==> src/hw/rtl/mlht_ram.sv <==
module mlht_ram #(
	parameter int WIDTH = 8,
	parameter int DEPTH = 16
) (
	input  logic                     clk,
	input  logic                     we,
	input  logic [$clog2(DEPTH)-1:0] waddr,
	input  logic [WIDTH-1:0]         wdata,
	input  logic [$clog2(DEPTH)-1:0] raddr,
	output logic [WIDTH-1:0]         rdata
);

	logic [WIDTH-1:0] mem_q [DEPTH];

	// Write port and registered read port
	always_ff @(posedge clk) begin
		if (we) begin
			mem_q[waddr] <= wdata;
		end
		rdata <= mem_q[raddr];
	end

endmodule

==> config.mk <==
export PLATFORM = sky130hd
export DESIGN_NAME = mlht_ram
export DESIGN_NICKNAME = d
export VERILOG_FILES = /design/src/hw/rtl/mlht_ram.sv
export SDC_FILE = /design/constraint.sdc
export NUM_CORES = 1
export LEC_CHECK = 0
export ABC_CLOCK_PERIOD_IN_PS = 3200
export BUFFER_PORTS_ARGS = -buffer_cell sky130_fd_sc_hd__buf_2
export CORE_ASPECT_RATIO = 0.8
export CORE_MARGIN = 2
export CORE_UTILIZATION = 50
export DETAILED_ROUTE_END_ITERATION = 10
export HOLD_SLACK_MARGIN = 0.12
export MAX_ROUTING_LAYER = met4
export PLACE_DENSITY = 0.72
export SLEW_MARGIN = 20
export SYNTH_ARGS = -nofsm -noshare
export SYNTH_HDL_FRONTEND = slang
export SYNTH_SLANG_ARGS = --single-unit
==> constraint.sdc <==
create_clock -name clk -period 3.2 [get_ports clk]
set_input_delay 0.48 -clock clk [delete_from_list [all_inputs] [get_ports clk]]
set_output_delay 0.48 -clock clk [all_outputs]
set_load 0.005 [all_outputs]
==> flow_metrics.tcl, run 1 <==
set metrics [dict create \
    finalSetupViolCount 0 \
    first_global_vias 2466 \
    cts_tree "done" \
    drt_wl_total_um 9630 \
    drc_errors 0 \
    antenna_found_initial 0 \
    timing.final.crit_share 0.603 \
    start_util 0.509 \
    cts_resized 0 \
    io_buffers 25 \
    io_pins 26 \
    cp-start-kind "primary input" \
    clockBufferDepth 2 \
    status "finished, final reports clean" \
    first_pass_iters 5 \
    htree_levels 4 \
    power.density_mw_per_mm2 645 \
    grt_max_degree 33 \
    slew_headroom 0.394 \
    clkTransAtPathRegs_ns 0.05 \
    synth_seq_area_share 0.778 \
    drv_slew 0 \
    grt_pass1_wl_um 14800 \
    vdd_drop_max_mv 0.339 \
    finalNetCount 290 \
    ant_nets 0 \
    end_kind "flip-flop" \
    hold_class "in -> reg" \
    insertion_delay_ns 0.41 \
    numCtsBuffers 17 \
    die_h_um 94.8 \
    setup-tns-final_ns 0 \
    p_leak_nw 1.99 \
    timing.fmax_mhz 519 \
    clock_skew_ns 0.0106 \
    syn_inst 229 \
    fin_area_mm2 0.00593 \
    ys_seq_elements 136 \
    diodes 0 \
    area_growth_pct 15.1 \
    via_count 2398 \
    cts-hold-fix-buffers 0 \
    rows 33 \
    rsz0062_at_grt "no" \
    max-cap-violations 0 \
    synth_cell_types 19 \
    synthesis.nets 247 \
    avgSynthCellArea_um2 22.5 \
    postCtsSetupRepairBufs 0 \
    arrival_ns 2.21 \
    drive_gt1_frac 0.267 \
    yosysWarningCount 0 \
    worstMarginPinSlew_ns 0.905 \
    drt-initial-drc-count 219 \
    wl_per_cell_um 22.7 \
    die_w_um 117 \
    worstSetupPathType "in -> reg" \
    core_area_mm2 0.0101 \
    crit_required_ns 3.49 \
    die-area_mm2 0.0111 \
    placed_area_mm2 0.00543 \
    grt_usage 0.198 \
    cp_max_fo 19 \
    min_period_ns 1.93 \
    fillCellCount 728 \
    dpl.hpwl_um 6040 \
    overflow 0 \
    cts_root_buffer "clkbuf_16" \
    place.gp.congestion 0.738 \
    synthesis.area_mm2 0.00515 \
    clock-sinks 136 \
    hold_viol 0 \
    routed_via_density 5.64 \
]
-- logic make-up (layout without fill, tap and decap cells) --
kind of cell / Yosys count / after routing / synth area share
AOI/OAI and AO/OA: 16 / 16 / 0.0233
buffers and inverters: 10 / 66 / 0.0168
DFF: 136 / 136 / 0.778
muxes: 32 / 32 / 0.150
and+or+nand+nor: 35 / 35 / 0.0318
-- per-stage QoR --
step,power (mW),util,hold slack [ns],cells,setup WS [ns]
finish,3.82,0.586,0.462,425,1.27
CTS,3.85,0.586,0.451,425,1.24
global placement,2.21,0.537,0.656,393,0.861
detailed placement,2.22,0.537,0.667,393,0.823
global route,3.94,0.586,0.463,425,1.15
floorplan,2.14,-,0.579,229,1.23
-- flip-flops by register name, indices dropped and copies added, names as in the netlist --
signal  count
rdata       8
mem_q     128
-- Yosys cell counts --
library cell,count,share of area
nor2_1,13,0.0095
nand2b_1,2,0.0024
nand3_1,1,0.00097
mux4_2,18,0.079
edfxtp_1,128,0.75
or3b_2,1,0.0017
and2b_1,1,0.0015
clkdlybuf4s25_2,3,0.0058
buf_6,3,0.0066
dfxtp_1,8,0.031
buf_2,3,0.0029
nand2_1,9,0.0066
nand3b_1,2,0.0029
a22oi_1,16,0.023
nor2b_1,1,0.0012
nor3_1,4,0.0039
buf_4,1,0.0015
mux4_1,14,0.071
and2_1,1,0.0012
-- worst max-delay path: stages --
cell     delay [ns]
buf_2          0.50
buf_4          0.31
mux4_1         0.57
a22oi_1        0.26
nand2_1        0.07
-- layout by cell type (no fill, tap or decap), types with 5 or more instances in the layout --
cell type / instances
nor2_1: 13
clkbuf_16: 17
edfxtp_1: 128
clkinv_2: 5
buf_4: 9
a22oi_1: 16
mux4_1: 14
clkbuf_1: 7
mux4_2: 18
dfxtp_1: 8
nand2_1: 9
buf_2: 25
-- layer usage --
| metal | GRT usage | up-vias | wire, um |
|---|---|---|---|
| li1 | - | 1061 | - |
| met1 | 0.274 | 1233 | 4150 |
| met2 | 0.286 | 100 | 4520 |
| met3 | 0.0634 | 4 | 925 |
| met4 | 0.0602 | 0 | 31 |
| met5 | - | - | 0 |
-- area by class of cell --
cell class	instances	area [um^2]	area share
flip-flops and latches	136	4000	0.676
clock inverters	7	32.5	0.00549
clock buffers	25	465	0.0785
well taps	140	175	0.0296
multi-input cells	83	1060	0.178
repair buffers	34	193	0.0325
-- where the power goes --
part | internal (mW) | switching [mW]
logic | 0.0739 | 0.101
clock network | 0.996 | 0.648
registers | 1.99 | 0.0115
-- worst paths after layout --
path,start,to,slack (ns),cells past startpoint
hold / removal,wdata[6],mem_q[10][6]$_DFFE_PP_,0.46,1
hold reg to reg,mem_q[7][3]$_DFFE_PP_,rdata[3]$_DFF_P_,0.68,3
setup / recovery,raddr[0],rdata[3]$_DFF_P_,1.27,5
setup reg to reg,mem_q[11][0]$_DFFE_PP_,rdata[0]$_DFF_P_,1.80,3
(Power assumes the default switching activity.)
==> run 2, diff against run 1 <==
- ABC_CLOCK_PERIOD_IN_PS: 3200 -> 1800
- clock period: 3.2 -> 1.8 ns (I/O delays scaled with it)
==> flow_metrics.tcl, run 2 (synthesized netlist as in run 1, its figures left out) <==
set metrics [dict create \
    largest_register "mem_q" \
    numCtsBuffers 17 \
    power_frac_clock 0.489 \
    die-area_mm2 0.0111 \
    routed_via_density 5.58 \
    multi_input_area_mm2 0.00106 \
    holdPathEnd "mem_q[5][5]$_DFFE_PP_" \
    slew_headroom 0.743 \
    wl_per_cell_um 21.9 \
    p_leak_nw 2.13 \
    dpl.hpwl_um 6020 \
    power.internal_mw 6.17 \
    clock-sinks 136 \
    finalSetupViolCount 0 \
    cts-hold-fix-buffers 0 \
    postCtsSetupRepairBufs 0 \
    via_count 2439 \
    place.gp.congestion 0.752 \
    cts_resized 0 \
    final_common_cell "edfxtp_1" \
    rsz0062_at_grt "no" \
    reg_top3 "mem_q x128, rdata x8" \
    regToRegSetupSlack_ns 0.45 \
    finalNetCount 302 \
    r2r-end "rdata[1]$_DFF_P_" \
    r2r_start "mem_q[10][1]$_DFFE_PP_" \
    start_util 0.509 \
    clockBufferDepth 2 \
    io_buffers 25 \
    instances_no_fill 437 \
    max-cap-violations 0 \
    cts_tree "done" \
    cts_root_buffer "clkbuf_16" \
    arrival_ns 1.64 \
    setup-tns-final_ns 0 \
    worstSetupPathType "reg -> reg" \
    overflow 0 \
    grt_max_degree 33 \
    antenna_found_initial 0 \
    cp_max_fo 1 \
    drc_errors 0 \
    rows 33 \
    ant_nets 0 \
    placedCellCount 405 \
    end_kind "flip-flop" \
    grt_pass1_wl_um 14800 \
    cp-start-kind "flip-flop" \
    vdd_drop_max_mv 1.01 \
    hold_start "wdata[5]" \
    power.density_mw_per_mm2 1230 \
    drive_gt1_frac 0.323 \
    timing.fmax_mhz 741 \
    rr_worst_depth 3 \
    drv_slew 0 \
    timing.final.crit_share 0.750 \
    hold_class "in -> reg" \
    worstMarginPinSlew_ns 0.386 \
    layout_common_cells "edfxtp_1 (128), buf_2 (25), buf_4 (19)" \
    seq_area_mm2 0.00400 \
    drt-initial-drc-count 218 \
    io_pins 26 \
    drt_wl_total_um 9570 \
    area_growth_pct 20.2 \
    comb_power_share 0.043 \
    first_global_vias 2535 \
    final_util 0.612 \
    core_area_mm2 0.0101 \
    fillCellCount 705 \
    status "finished, final reports clean" \
    grt_usage 0.197 \
    crit_required_ns 2.09 \
    die_w_um 117 \
    min_path_cells 1 \
    p_seq_frac 0.469 \
    fin_ws_ns 0.451 \
    hold_viol 0 \
    clkTransAtPathRegs_ns 0.06 \
    die_h_um 94.8 \
    power_switching_mw 1.43 \
    diodes 0 \
    clock_skew_ns 0.00936 \
    htree_levels 4 \
    largest_reg_flops 128 \
    swShare 0.188 \
    insertion_delay_ns 0.41 \
    first_pass_iters 4 \
    min_period_ns 1.35 \
    dp_slack_ns 0.0845 \
]
[run 2: stage by stage]
step,power [mW],hold WS [ns],cell area [um^2]
6_report,7.60,0.253,6190
5_1_grt,7.85,0.234,6190
4_1_cts,7.69,0.233,6190
3_5_place_dp,3.96,0.649,5540
3_3_place_gp,3.95,0.647,5540
2_1_floorplan,3.80,0.369,5150
[run 2: power groups by stage]
| stage | combinational, mW | sequential [mW] | clock, mW |
|---|---|---|---|
| after floorplan | 0.180 | 3.62 | 0 |
| after global placement | 0.320 | 3.63 | 0 |
| after detailed placement | 0.331 | 3.63 | 0 |
| after CTS | 0.331 | 3.56 | 3.79 |
| after global routing | 0.354 | 3.57 | 3.92 |
| final | 0.325 | 3.56 | 3.72 |
[run 2: worst max-delay path by stage]
stage	start	endpoint	slack, ns	cells after the start
global placement	raddr[0]	rdata[1]$_DFF_P_	0.13	5
global route	mem_q[9][1]$_DFFE_PP_	rdata[1]$_DFF_P_	0.35	3
CTS	mem_q[9][1]$_DFFE_PP_	rdata[1]$_DFF_P_	0.39	3
finish	mem_q[10][1]$_DFFE_PP_	rdata[1]$_DFF_P_	0.45	3
floorplan	waddr[2]	mem_q[0][0]$_DFFE_PP_	0.04	2
detailed placement	raddr[0]	rdata[1]$_DFF_P_	0.08	5
[run 2: per-layer routing]
layer  vias to the layer above  global-route usage  share of wire
met5                         -                   -              0
met4                         0              0.0653         0.0090
li1                       1083                   -              -
met2                        76               0.288           0.47
met1                      1272               0.266           0.46
met3                         8              0.0634          0.059
[run 2: final cells by class]
class	count	area share
repair buffers	46	0.0497
clock buffers	19	0.0716
clock inverters	13	0.0326
flip-flops and latches	136	0.647
multi-input cells	83	0.171
well taps	140	0.0283
[run 2: critical path, cell delays in order (launching register included)]
cell,delay [ns]
edfxtp_1,0.37
mux4_1,0.53
a22oi_1,0.26
nand2_1,0.07
==> run 3, diff against run 2 <==
- ABC_AREA: not set -> 1
- ABC_CLOCK_PERIOD_IN_PS: 1800 -> 1300
- clock period: 1.8 -> 1.3 ns (I/O delays scaled with it)
==> flow_metrics.tcl, run 3 <==
set metrics [dict create \
    status "finished, final reports clean" \
    via_count 3931 \
    numCtsBuffers 17 \
    synth-async-reset-ratio 0 \
    dp_slack_ns 0.0494 \
    clockBufferDepth 2 \
    wl_per_cell_um 17.0 \
    clock_skew_ns 0.00794 \
    synth_top_area_cell "edfxtp_1" \
    power.total_mw 10.4 \
    io_pins 26 \
    insertion_delay_ns 0.42 \
    avgSynthCellArea_um2 10.5 \
    core_area_mm2 0.0114 \
    yosys-top-cells-area "edfxtp_1 (67%), nand2_1 (11%), nand3_1 (8.4%)" \
    clock-sinks 136 \
    critPathMaxStageDelay_ns 0.37 \
    min_period_ns 1.12 \
    synthesis.area_mm2 0.00577 \
    cp_top_family "flip-flops" \
    routed_via_density 5.13 \
    end_kind "output port" \
    drt-initial-drc-count 439 \
    worstPathCellList "buf_2" \
    p_leak_nw 3.01 \
    worstMarginPinSlew_ns 0.426 \
    htree_levels 4 \
    worstSetupPathType "reg -> out" \
    crit_required_ns 1.11 \
    ant_nets 0 \
    postCtsSetupRepairBufs 0 \
    setup-tns-final_ns 0 \
    power.density_mw_per_mm2 1520 \
    cts_root_buffer "clkbuf_16" \
    die_w_um 124 \
    die_h_um 100 \
    rows 35 \
    cts-hold-fix-buffers 0 \
    io_buffers 25 \
    drc_errors 0 \
    grt_pass1_wl_um 20800 \
    timing.fmax_mhz 890 \
    first_global_vias 3863 \
    synth.most_common_cell "nand2_1" \
    fin_ws_ns 0.176 \
    final_common_cell "nand2_1" \
    synthTopCellsByCount "nand2_1 (173), edfxtp_1 (128), inv_1 (100)" \
    clkTransAtPathRegs_ns 0.05 \
    overflow 0 \
    timing.final.crit_share 0.864 \
    grt_usage 0.243 \
    reg_top3 "mem_q x128, rdata x8" \
    cts_tree "done" \
    layout_common_cells "nand2_1 (173), edfxtp_1 (128), inv_1 (100)" \
    antenna_found_initial 0 \
    synth_ff_type "edfxtp_1" \
    drt_wl_total_um 13000 \
    first_pass_iters 5 \
    synth_cell_types 12 \
    die-area_mm2 0.0124 \
    largest_reg_flops 128 \
    grt_max_degree 25 \
    syn_inst 551 \
    slew_headroom 0.716 \
    cts_resized 0 \
    synth_seq_area_share 0.694 \
    cpMaxStageDelayCell "dfxtp_1" \
    hold_viol 0 \
    diodes 0 \
    cp_max_fo 1 \
    finalNetCount 623 \
    rsz0062_at_grt "no" \
    start_util 0.506 \
    synthesis.nets 569 \
    synth_edf_count 128 \
    area_growth_pct 18.7 \
    hold_class "in -> reg" \
    place.gp.congestion 0.880 \
    finalSetupViolCount 0 \
    vdd_drop_max_mv 0.933 \
    cp-start-kind "flip-flop" \
    arrival_ns 0.93 \
    ys_seq_elements 136 \
    yosysWarningCount 0 \
    max-cap-violations 0 \
    dpl.hpwl_um 8390 \
    drv_slew 0 \
    drive_gt1_frac 0.144 \
    synth_top_area_share 0.667 \
    timing.critical_path.buf_inv 1 \
    largest_register "mem_q" \
    fillCellCount 949 \
]
run 3: cell count changes in the layout (fill, tap and decap cells not counted), sizes merged, moves of 13 or more:
cell and delta:
inv +102, buf +13, nand3 +96, mux4 -32, nand2 +164, a22oi -16
run 3: cells by family (layout without fill, tap and decap cells):
logic type	after synthesis	after routing	synth area share
buffers and inverters	126	193	0.0952
and+or+nand+nor	289	289	0.210
DFF	136	136	0.694
run 3: report_power, final:
group	switching (mW)	internal, mW	total [mW]
clock network	1.69	3.09	4.78
logic	0.434	0.225	0.659
registers	0.0317	4.90	4.94
run 3: metrics by stage:
stage	hold WS [ns]	area [um^2]	cells	utilization
2_1_floorplan	0.294	5770	551	-
3_3_place_gp	0.573	6250	734	0.549
3_5_place_dp	0.570	6250	734	0.549
4_1_cts	0.128	6840	766	0.601
5_1_grt	0.152	6840	766	0.601
6_report	0.140	6840	766	0.601
run 3: worst min-delay path, stage by stage:
cell and delay [ns]:
buf_2 0.17, nand3_1 0.10, nand2_1 0.04
run 3: path summary, 6_finish.rpt:
kind | endpoint | depth (start not counted) | slack [ns] | start
max reg2reg | rdata[4]$_DFF_P_ | 6 | 0.22 | mem_q[11][4]$_DFFE_PP_
max | rdata[3] | 1 | 0.18 | rdata[3]$_DFF_P_
min | rdata[3]$_DFF_P_ | 3 | 0.14 | raddr[3]
min reg2reg | rdata[7]$_DFF_P_ | 6 | 0.69 | mem_q[7][7]$_DFFE_PP_
run 3: final cells by class:
| cell class | count | area [um^2] | share of cell area |
|---|---|---|---|
| Sequential cell | 136 | 4000 | 0.585 |
| Tap cell | 148 | 185 | 0.0271 |
| Clock buffer | 22 | 464 | 0.0678 |
| Multi-Input combinational cell | 289 | 1210 | 0.177 |
| Inverter | 102 | 383 | 0.0559 |
| Clock inverter | 10 | 126 | 0.0185 |
| Timing Repair Buffer | 59 | 468 | 0.0684 |
run 3: layer usage:
layer / global-route usage / vias up / wire (um)
met3: 0.0710 / 24 / 1230
met2: 0.346 / 179 / 5910
met1: 0.331 / 1840 / 5630
li1: - / 1888 / -
met4: 0.0968 / 0 / 278
met5: - / - / 0
